$ cat src/hw/rtl/biq_pkg.sv
// ----------------------------------------------------------------------------
// biquad filter package
// widths, register indexes, payload and coefficient types shared by the core
// ----------------------------------------------------------------------------
package biq_pkg;

  localparam int SAMPLE_BITS    = 16;
  localparam int INNER_BITS     = SAMPLE_BITS + 8;
  localparam int COEF_BITS      = 18;
  localparam int COEF_FRAC_BITS = 14;
  localparam int PROD_BITS      = COEF_BITS + INNER_BITS;
  // three products summed, two guard bits
  localparam int ACC_BITS       = PROD_BITS + 2;
  localparam int CFG_IDX_BITS   = 3;

  // register indexes on the configuration port
  localparam logic [CFG_IDX_BITS-1:0] REG_FF0 = 3'd0;
  localparam logic [CFG_IDX_BITS-1:0] REG_FF1 = 3'd1;
  localparam logic [CFG_IDX_BITS-1:0] REG_FF2 = 3'd2;
  localparam logic [CFG_IDX_BITS-1:0] REG_FB1 = 3'd3;
  localparam logic [CFG_IDX_BITS-1:0] REG_FB2 = 3'd4;

  // 1.0 in q3.14
  localparam logic signed [COEF_BITS-1:0] COEF_ONE = 18'sd16384;

  typedef struct packed {
    logic signed [SAMPLE_BITS-1:0] sample_in;
    logic                          buffer_end;
  } in_item_t;

  typedef struct packed {
    logic signed [SAMPLE_BITS-1:0] sample_out;
    logic                          buffer_end_out;
  } out_item_t;

  typedef struct packed {
    logic signed [COEF_BITS-1:0] ff0;
    logic signed [COEF_BITS-1:0] ff1;
    logic signed [COEF_BITS-1:0] ff2;
    logic signed [COEF_BITS-1:0] fb1;
    logic signed [COEF_BITS-1:0] fb2;
  } coef_set_t;

  // one multiply issue: valid, and whether it starts a new sum
  typedef struct packed {
    logic valid;
    logic first;
  } mac_ctrl_t;

endpackage

$ cat src/hw/rtl/biq_coef_regs.sv
// ----------------------------------------------------------------------------
// biquad coefficient registers
// decodes configuration writes into the five q3.14 coefficients
// ----------------------------------------------------------------------------
module biq_coef_regs (
  input  logic                                 clk,
  input  logic                                 rst_n,
  input  logic                                 cfg_valid,
  output logic                                 cfg_ready,
  input  logic [biq_pkg::CFG_IDX_BITS-1:0]     cfg_index,
  input  logic [biq_pkg::COEF_BITS-1:0]        cfg_data,
  output biq_pkg::coef_set_t                   coef
);
  import biq_pkg::*;

  coef_set_t coef_r;

  assign cfg_ready = 1'b1;
  assign coef      = coef_r;

  always_ff @(posedge clk) begin
    if (!rst_n) begin
      coef_r.ff0 <= COEF_ONE;
      coef_r.ff1 <= '0;
      coef_r.ff2 <= '0;
      coef_r.fb1 <= '0;
      coef_r.fb2 <= '0;
    end else if (cfg_valid) begin
      unique case (cfg_index)
        REG_FF0: coef_r.ff0 <= $signed(cfg_data);
        REG_FF1: coef_r.ff1 <= $signed(cfg_data);
        REG_FF2: coef_r.ff2 <= $signed(cfg_data);
        REG_FB1: coef_r.fb1 <= $signed(cfg_data);
        REG_FB2: coef_r.fb2 <= $signed(cfg_data);
        default: ;  // unmapped index, write dropped
      endcase
    end
  end

endmodule

$ cat src/hw/rtl/biq_mac.sv
// ----------------------------------------------------------------------------
// biquad multiply-accumulate unit
// registered 18 x 24 signed product followed by a 44-bit accumulator
// ----------------------------------------------------------------------------
module biq_mac (
  input  logic                                 clk,
  input  logic                                 rst_n,
  input  biq_pkg::mac_ctrl_t                   ctrl,
  input  logic signed [biq_pkg::COEF_BITS-1:0]  coef,
  input  logic signed [biq_pkg::INNER_BITS-1:0] data,
  output logic signed [biq_pkg::ACC_BITS-1:0]   acc
);
  import biq_pkg::*;

  logic signed [PROD_BITS-1:0] prod_r;
  mac_ctrl_t                   ctrl_d_r;
  logic signed [ACC_BITS-1:0]  acc_r;
  logic signed [ACC_BITS-1:0]  acc_base;
  logic signed [ACC_BITS-1:0]  acc_nxt;

  assign acc_base = ctrl_d_r.first ? '0 : acc_r;
  assign acc_nxt  = acc_base + ACC_BITS'(prod_r);
  assign acc      = acc_r;

  always_ff @(posedge clk) begin
    if (!rst_n) begin
      ctrl_d_r <= '0;
    end else begin
      ctrl_d_r <= ctrl;
    end
  end

  always_ff @(posedge clk) begin
    if (ctrl.valid) begin
      prod_r <= coef * data;
    end
    if (ctrl_d_r.valid) begin
      acc_r <= acc_nxt;
    end
  end

endmodule

$ cat src/hw/rtl/biquad_iir_filter_core.sv
// ----------------------------------------------------------------------------
// biquad iir filter core
// direct form ii second-order section on one shared multiply-accumulate unit
// ----------------------------------------------------------------------------
// one item at a time: a new item is accepted only back in S_IDLE; its five
// products go one by one through the single multiplier, with two pipeline drains,
// a saturation step for w and a final step that clamps y, held while the output stalls
// reset (rst_n low, synchronous): feedforward_zero = 1.0, other coefficients
//   zero, both delays cleared, no result pending
module biquad_iir_filter_core (
  input  logic                             clk,
  input  logic                             rst_n,
  // input items
  input  logic                             in_valid,
  output logic                             in_ready,
  input  biq_pkg::in_item_t                in_data,
  // result items
  output logic                             out_valid,
  input  logic                             out_ready,
  output biq_pkg::out_item_t               out_data,
  // coefficient writes
  input  logic                             cfg_valid,
  output logic                             cfg_ready,
  input  logic [biq_pkg::CFG_IDX_BITS-1:0] cfg_index,
  input  logic [biq_pkg::COEF_BITS-1:0]    cfg_data
);
  import biq_pkg::*;

  localparam int DIFF_BITS = ACC_BITS + 1;

  // sequencer steps; each issue state feeds one product into the mac
  typedef enum logic [3:0] {
    S_IDLE,   // wait for an item, issue fb1*z1 on accept
    S_FB2,    // issue fb2*z2
    S_FBW,    // drain the mac
    S_W,      // form and clamp the inner value w
    S_FF0,    // issue ff0*w
    S_FF1,    // issue ff1*z1
    S_FF2,    // issue ff2*z2
    S_FFW,    // drain the mac
    S_OUT     // clamp y, load the output register, shift the delays
  } state_t;

  state_t                          state_r;
  coef_set_t                       coef;
  mac_ctrl_t                       mac_ctrl;
  logic signed [COEF_BITS-1:0]     mac_coef;
  logic signed [INNER_BITS-1:0]    mac_data;
  logic signed [ACC_BITS-1:0]      acc;

  logic signed [SAMPLE_BITS-1:0]   x_r;
  logic                            end_r;
  logic signed [INNER_BITS-1:0]    z1_r;
  logic signed [INNER_BITS-1:0]    z2_r;
  logic signed [INNER_BITS-1:0]    w_r;
  logic                            out_valid_r;
  out_item_t                       out_data_r;

  logic signed [ACC_BITS-1:0]      acc_sh;
  logic signed [DIFF_BITS-1:0]     diff;
  logic signed [INNER_BITS-1:0]    w_nxt;
  logic signed [SAMPLE_BITS-1:0]   y_nxt;
  logic                            in_acc;
  logic                            out_free;

  biq_coef_regs u_coef_regs (
    .clk       (clk),
    .rst_n     (rst_n),
    .cfg_valid (cfg_valid),
    .cfg_ready (cfg_ready),
    .cfg_index (cfg_index),
    .cfg_data  (cfg_data),
    .coef      (coef)
  );

  biq_mac u_mac (
    .clk   (clk),
    .rst_n (rst_n),
    .ctrl  (mac_ctrl),
    .coef  (mac_coef),
    .data  (mac_data),
    .acc   (acc)
  );

  assign in_ready  = (state_r == S_IDLE);
  assign in_acc    = in_valid && in_ready;
  assign out_free  = !out_valid_r || out_ready;
  assign out_valid = out_valid_r;
  assign out_data  = out_data_r;

  // operand selection for the shared multiplier
  always_comb begin
    mac_ctrl = '0;
    mac_coef = coef.fb1;
    mac_data = z1_r;
    unique case (state_r)
      S_IDLE: begin
        mac_ctrl.valid = in_acc;
        mac_ctrl.first = 1'b1;
      end
      S_FB2: begin
        mac_ctrl.valid = 1'b1;
        mac_coef       = coef.fb2;
        mac_data       = z2_r;
      end
      S_FF0: begin
        mac_ctrl.valid = 1'b1;
        mac_ctrl.first = 1'b1;
        mac_coef       = coef.ff0;
        mac_data       = w_r;
      end
      S_FF1: begin
        mac_ctrl.valid = 1'b1;
        mac_coef       = coef.ff1;
        mac_data       = z1_r;
      end
      S_FF2: begin
        mac_ctrl.valid = 1'b1;
        mac_coef       = coef.ff2;
        mac_data       = z2_r;
      end
      default: ;
    endcase
  end

  // arithmetic shift floors toward minus infinity
  assign acc_sh = acc >>> COEF_FRAC_BITS;
  assign diff   = DIFF_BITS'(x_r) - DIFF_BITS'(acc_sh);

  // inner value clamp: overflow when the bits above the sign disagree
  always_comb begin
    if (diff[DIFF_BITS-1:INNER_BITS-1] == '0 || diff[DIFF_BITS-1:INNER_BITS-1] == '1) begin
      w_nxt = diff[INNER_BITS-1:0];
    end else if (diff[DIFF_BITS-1]) begin
      w_nxt = {1'b1, {(INNER_BITS-1){1'b0}}};
    end else begin
      w_nxt = {1'b0, {(INNER_BITS-1){1'b1}}};
    end
  end

  // output clamp to the sample range
  always_comb begin
    if (acc_sh[ACC_BITS-1:SAMPLE_BITS-1] == '0 || acc_sh[ACC_BITS-1:SAMPLE_BITS-1] == '1) begin
      y_nxt = acc_sh[SAMPLE_BITS-1:0];
    end else if (acc_sh[ACC_BITS-1]) begin
      y_nxt = {1'b1, {(SAMPLE_BITS-1){1'b0}}};
    end else begin
      y_nxt = {1'b0, {(SAMPLE_BITS-1){1'b1}}};
    end
  end

  always_ff @(posedge clk) begin
    if (!rst_n) begin
      state_r     <= S_IDLE;
      out_valid_r <= 1'b0;
      z1_r        <= '0;
      z2_r        <= '0;
    end else begin
      // a new result may replace a taken one in the same cycle
      if (state_r == S_OUT && out_free) begin
        out_valid_r <= 1'b1;
      end else if (out_valid_r && out_ready) begin
        out_valid_r <= 1'b0;
      end
      unique case (state_r)
        S_IDLE: begin
          if (in_acc) begin
            x_r     <= in_data.sample_in;
            end_r   <= in_data.buffer_end;
            state_r <= S_FB2;
          end
        end
        S_FB2: state_r <= S_FBW;
        S_FBW: state_r <= S_W;
        S_W: begin
          w_r     <= w_nxt;
          state_r <= S_FF0;
        end
        S_FF0: state_r <= S_FF1;
        S_FF1: state_r <= S_FF2;
        S_FF2: state_r <= S_FFW;
        S_FFW: state_r <= S_OUT;
        S_OUT: begin
          // hold here until the previous item has been taken
          if (out_free) begin
            out_data_r.sample_out     <= y_nxt;
            out_data_r.buffer_end_out <= end_r;
            z2_r                      <= z1_r;
            z1_r                      <= w_r;
            state_r                   <= S_IDLE;
          end
        end
        default: state_r <= S_IDLE;
      endcase
    end
  end

  // a new result only appears out of the final step
  a_out_from_final: assert property (@(posedge clk) disable iff (!rst_n)
    $rose(out_valid_r) |-> $past(state_r == S_OUT))
    else $error("result raised outside the final step");

  // a pending result is never overwritten
  a_out_hold: assert property (@(posedge clk) disable iff (!rst_n)
    (state_r == S_OUT && out_valid_r && !out_ready) |=> (state_r == S_OUT && $stable(out_data_r)))
    else $error("pending result overwritten");

  // delays move only when a result is produced
  a_delay_update: assert property (@(posedge clk) disable iff (!rst_n)
    (state_r != S_OUT) |=> ($stable(z1_r) && $stable(z2_r)))
    else $error("delay line changed mid-item");

  // after an accept the block is busy for the next item
  a_busy_after_accept: assert property (@(posedge clk) disable iff (!rst_n)
    in_acc |=> (!in_ready && state_r == S_FB2))
    else $error("sequencer did not start after accept");

endmodule

$ cat config.mk
export PLATFORM = sky130hd
export DESIGN_NAME = biquad_iir_filter_core
export DESIGN_NICKNAME = d
export VERILOG_FILES = /design/src/hw/rtl/biq_pkg.sv /design/src/hw/rtl/biq_coef_regs.sv /design/src/hw/rtl/biq_mac.sv /design/src/hw/rtl/biquad_iir_filter_core.sv
export SDC_FILE = /design/constraint.sdc
export NUM_CORES = 2
export LEC_CHECK = 0
export BUFFER_PORTS_ARGS = -buffer_cell sky130_fd_sc_hd__buf_2
export CORE_ASPECT_RATIO = 0.5
export CORE_MARGIN = 5
export CORE_UTILIZATION = 59
export DETAILED_ROUTE_END_ITERATION = 10
export PLACE_DENSITY = 0.79
export REMOVE_ABC_BUFFERS = 1
export SLEW_MARGIN = 10
export SYNTH_ARGS = -nofsm -noshare
export SYNTH_HDL_FRONTEND = slang
export SYNTH_SLANG_ARGS = --single-unit
$ cat constraint.sdc
create_clock -name clk -period 7.55 [get_ports clk]
set_clock_uncertainty 0.05 [all_clocks]
set_input_delay 1.8875 -clock clk [delete_from_list [all_inputs] [get_ports clk]]
set_output_delay 1.8875 -clock clk [all_outputs]
set_load 0.1 [all_outputs]
Word-level counts from Yosys, hierarchy flattened
Index checks and enable logic that the tools add are counted.
W data, S select, Z words.
- register bits after elaboration: 289
- bits in latches: 0
- memory bits (writable): 0
- ROM bits: 0
- input bits: 43
- output and inout bits: 20
- logic and storage cells: 76
- memories: 0
- add/subtract/negate cells: 2
- multipliers: 1
- divide/modulo/power cells: 0
- $lt $le $gt $ge: 0
- eq/ne operators: 16
- shifts and indexed selects: 0
- multiplexer cells: 14
- bitwise logic cells: 0
- reductions and logical operators: 25
- operator list (kind ; number):
    $pmux W18 S4 ; 1
    $mux W24 ; 2
    $pmux W24 S2 ; 1
    $add A44 B42 Y44 ; 1
    $mux W44 ; 1
    $mul A18 B24 Y42 ; 1
    $pmux W4 S9 ; 1
    $mux W16 ; 2
    $sub A16 B30 Y31 ; 1
    $eq A29 B29 Y1 const B ; 1
    $logic_not A29 Y1 ; 1
    $eq A22 B22 Y1 const B ; 1
    $logic_not A22 Y1 ; 1
    $eq A4 B3 Y1 const B ; 4
    $reduce_and A2 Y1 ; 8
    $eq A4 B2 Y1 const B ; 2
    $mux W4 ; 2
    $eq A3 B2 Y1 const B ; 2
    $reduce_and A3 Y1 ; 2
    $eq A4 B1 Y1 const B ; 1
    $eq A4 B4 Y1 const B ; 1
    $logic_not A4 Y1 ; 1
    $reduce_or A2 Y1 ; 2
    $reduce_or A4 Y1 ; 1
    other kinds (11) ; 17

Logic depth before layout (Yosys ltp)
- depth in word-level cells: 4
- depth in mapped cells: 34
- mapped depth without buffers: 31

Hierarchy
A second synthesis with hierarchy kept.
- cell total of the unflattened synthesis: 3354
- area total of the unflattened synthesis: 31031.0 µm²
- by module, submodules not included (module ; instances ; cells an instance ; area each (µm²) ; sequential area each (µm²)):
    biq_mac ; 1 ; 2222 ; 20742.4 ; 2622.5
    biquad_iir_filter_core ; 1 ; 814 ; 6932.9 ; 2802.7
    biq_coef_regs ; 1 ; 318 ; 3355.7 ; 1801.7

Least setup slack after synthesis
Ideal clock, no wire load.
- path type: register to register
- start point: reg state_r[1]
- end point: reg u_mac.prod_r[40], data pin
- library setup time: 0.258 ns
- arrival time: 7.794 ns
- required time: 7.242 ns
- slack: -0.551 ns
- cell stages (with the launch flop): 34
- path buffers: 5
- period minus slack after synthesis: 8.101 ns
- path through: dfxtp_1 > clkbuf_1 > nor2b_1 > nor2b_1 > clkbuf_1 > or2_2 > buf_2 > nor2_1 > clkbuf_1 > a221o_1 > clkbuf_1 > nand2_1 > fa_1 > inv_1 > fa_1 > inv_1 > fa_1 > inv_1 > fa_1 > fa_1 > inv_1 > fa_1 > inv_1 > ha_1 > nand4_1 > a211oi_1 > o2bb2ai_1 > a2111oi_2 > o311ai_0 > a221o_1 > nand4_1 > nand4b_1 > a21oi_1 > xnor2_1
- cells in the longest elaborated chain, start to end: 4
- elaborated cells between the ends (all ways): 8
- those cells by class: 1 x mul; 4 x eq/ne; 2 x mux; 1 x reduce/logical
- ends and longest elaborated chain (item ; RTL line ; source):
    from (decl) ; biquad_iir_filter_core.sv:44 ; state_t state_r;
    from (signal assigned) ; biquad_iir_filter_core.sv:154 ; state_r <= S_IDLE;
    from (signal assigned) ; biquad_iir_filter_core.sv:170 ; state_r <= S_FB2;
    from (signal assigned) ; biquad_iir_filter_core.sv:173 ; S_FB2: state_r <= S_FBW;
    $eq A4 B3 Y1 / $eq A4 B1 Y1 (equally long branches) ; biquad_iir_filter_core.sv:96 ; unique case (state_r)
    $reduce_or A2 Y1 (no source line) ; n/a ;
    $pmux W24 S2 ; biquad_iir_filter_core.sv:96 ;
    $mul A18 B24 Y42 * ; biq_mac.sv:35 ; prod_r <= coef * data;
    to (signal assigned) ; biq_mac.sv:35 ;
    to (decl) ; biq_mac.sv:15 ; logic signed [PROD_BITS-1:0] prod_r;
Mark *: on every way between the ends. The rest lies on a longest branch, timed or not.
A chain may end at the register's enable or synchronous reset.

Worst setup path in the final report
Same ends and word-level chain as after synthesis.

==> impl_metrics.csv <==
group,metric,value,unit
placement,portBuffers,61,
synth,yosysSeqAreaShare,23.78,%
final_layout,utilization,71.27,%
clock_network,ctsHoldBuffers,0,
floorplanning,die_height,170.5,um
power_and_ir_drop,pwr-share-comb,31.8,%
worst_setup_path,path_buf_inv,10,
power_and_ir_drop,peakVddDrop,0.1470,mV
synth,synth_seq_cells,289,
global_route,grt_max_degree,104,
placement,hpwl,71380,um
clock_network,h-tree-depth,1,
floorplanning,core,50580,um^2
clock_network,cts.path.max_buffers,3,
worst_setup_path,r2r_start,"state_r[1]$_SDFFE_PN0P_",
worst_setup_path,critPathMaxStageDelay,610,ps
clock_network,cts_num_sinks,289,
worst_setup_path,cp_common_cell,"fa_1",
run_status,violations,"negative setup slack",
synth,ys_warn_count,0,
power_and_ir_drop,p_sw,1.729,mW
route,drc,0,
placement,placed_area,33670,um^2
synth,yosys.cell_types.count,82,
worst_setup_path,crit_path_start_kind,"flip-flop",
clock_network,path_clk_slew,80,ps
hold_path,min_path_type,"flip-flop to flip-flop",
timing,tightest_slew,1212,ps
timing,setup_violations,2,
route,dr.pass1.iters,7,
worst_setup_path,required,7870,ps
floorplanning,die-area,56420,um^2
power_and_ir_drop,p_sw_share,34.12,%
power_and_ir_drop,power_frac_clock,30.1,%
route,drt_iter0_drc,2974,
worst_setup_path,cp_top_family,"adder cells",
clock_network,cts_tree,"built",
synth,syn_area_per_cell,9.026,um^2
worst_setup_path,critPathArrivalTime,7910,ps
synth,synth-edff-count,144,
synth,synth_area_leader_cell,"fa_1",
worst_setup_path,critPathLaunch,"state_r[1]$_SDFFE_PN0P_",
synth,synthCells,3367,
floorplanning,start_util,60.08,%
route,wl_per_cell,21.30,um
power_and_ir_drop,leakagePower,15.88,nW
timing,hold_viol,0,
synth,synth-async-reset-ratio,0,%
timing,period_share,100.6,%
global_route,antenna_found_initial,3,
final_layout,final_area,36050,um^2
clock_network,clk_latency,620,ps
final_layout,n_fill_cell,3629,
run,drv_cap,0,
worst_setup_path,cp_slowest_cell,"fa_1",
synth,synth_area,30390,um^2
hold_path,hold_path_startpoint,"end_r$_DFFE_PP_",
clock_network,root_buffer,"clkbuf_16",
synth,synth_common_cells,"nand2_1, inv_1, fa_1, nor2_1, ha_1",
global_route,track_usage,32.00,%
route,vias_per_cell,5.895,
timing,holdWs,375.7,ps
final_layout,fin_nets,4315,
route,drt.antenna.violating_nets,0,
worst_setup_path,cp-end-kind,"flip-flop",
global_route,grt-ovfl-total,0,
final_layout,final_layout_size_suffix_gt1_share,16.78,%
timing,min_period,7594,ps
synth,yosys.cell_count.top_type,"nand2_1",
floorplanning,pin_count,63,
worst_setup_path,critPathKind,"flip-flop to flip-flop",
synth,synth_area_leaders,"fa_1, edfxtp_1, dfxtp_1, nand2_1, ha_1",
run_status,status,"finished with violations",
placement,finalWeightedCongestion,1.040,
synth,synth_flop_cell,"dfxtp_1",
power_and_ir_drop,powerDensity,140.6,nW/um^2
timing,grt_setup_unrepaired,"true",
timing,clock.fmax,131.7,MHz
global_route,grt_pass1_vias,25370,
timing,slew-limit-headroom,19.17,%
final_layout,synthToLayoutAreaGrowth,18.62,%
timing,drv_slew,0,
floorplanning,rows,58,
timing,setup_ws,-43.57,ps
worst_setup_path,cp_max_fo,8,
global_route,grt_pass1_wl,139700,um
power_and_ir_drop,sequentialPowerShare,38.1,%
route,num_vias,25820,
clock_network,cts_buffers,28,
power_and_ir_drop,internal_power,3.340,mW
synth,yosys.area.top_type_share,28.13,%
route,wirelength,93310,um
floorplanning,die_x,331.0,um
[kinds of logic after synthesis]
family,Yosys count,synth area share (%)
muxes,23,0.7617
buffers and inverters,699,8.732
AOI/OAI and AO/OA,545,12.88
DFF,289,23.78
and+or+nand+nor,1103,15.41
adders and majority gates,605,35.46
xor gates and xnor gates,102,2.964
other,1,0.01234
[timing repair]
action / CTS / global route
pin swaps: 8 / 121
buffers inserted: 1 / 49
gates cloned: 0 / 6
resized for setup: 27 / 181
setup endpoints to repair: 11 / 20
[per-layer routing]
metal / track usage, % / part of all wire [%] / routed length, um
met1: 44.51 / 40 / 37280
met2: 49.22 / 44 / 40620
met3: 10.71 / 13 / 12070
met4: 7.572 / 3.5 / 3309
met5: 0 / 0.043 / 40
[per-stage QoR]
stage	setup TNS [ps]	total power, mW	instances	worst slack (ps)
5_1_grt	-1196	5.283	4379	-236.6
3_3_place_gp	-112.1	3.400	4272	-49.66
2_1_floorplan	-60860	2.968	3224	-2603
4_1_cts	0	4.973	4324	3.067
6_report	-56.02	5.069	4380	-43.57
3_5_place_dp	-1654	3.451	4272	-256.7
[cell usage in the layout, fill, tap and decap left out, types with 9 or more instances in the layout]
cell         n
xor2_1      26
o21a_1      23
ha_1       161
nand4_1     16
and3_1      19
a21o_1      39
nand2_1    636
xnor2_1     74
a21oi_1     97
nor3_1      16
a221oi_1    14
a21boi_0   142
edfxtp_1   144
buf_6       20
buf_4      285
a21oi_2     18
a221o_1     17
and2_1      41
nand3_1     25
buf_2       61
fa_1       406
dfxtp_1    141
a22oi_1      9
inv_1      539
nor2b_1     28
mux2i_1     22
o211ai_1    10
ha_4        16
a222oi_1    18
nand2b_1    26
o21bai_1    17
buf_12      38
fa_2        21
o21ai_1     10
o21ai_0     40
a211oi_1    13
nor2_1     224
inv_2       15
a221oi_2     9
clkbuf_16   33
[cell type report]
cell class                 count  area (um^2)  share of cell area, %
antenna                        2        5.005                0.01388
timing repair buffer         413         3608                  10.01
sequential                   289         7237                  20.08
multi-input combinational   2379        21270                  59.01
clock inverter                15        221.5                 0.6143
tap                          690        863.3                  2.395
clock buffer                  36        750.7                  2.083
inverter                     556         2091                  5.800
[flip-flops by register name, summed over array words and instances, names as in the netlist]
signal	count
end_r	1
out_data	17
out_valid	1
state_r	4
u_coef_regs.coef	90
u_mac.acc	44
u_mac.ctrl_d_r	2
u_mac.prod_r	42
w_r	24
x_r	16
z1_r	24
z2_r	24
[worst paths after layout]
path,end,slack (ps),cells after the start
setup reg to reg,u_mac.prod_r[40]$_DFFE_PP_,-40,28
hold reg to reg,out_data[0]$_DFFE_PP_,380,0
hold / removal,out_data[0]$_DFFE_PP_,380,0
setup / recovery,u_mac.prod_r[40]$_DFFE_PP_,-40,28
[power by group through the flow]
| stage | clock network [mW] | logic [mW] | registers, mW |
|---|---|---|---|
| after floorplan | 0 | 1.05 | 1.92 |
| after global placement | 0 | 1.44 | 1.96 |
| after detailed placement | 0 | 1.49 | 1.96 |
| after CTS | 1.53 | 1.51 | 1.93 |
| after global routing | 1.60 | 1.74 | 1.94 |
| final | 1.53 | 1.61 | 1.93 |
Power figures use the tool's default switching activity.
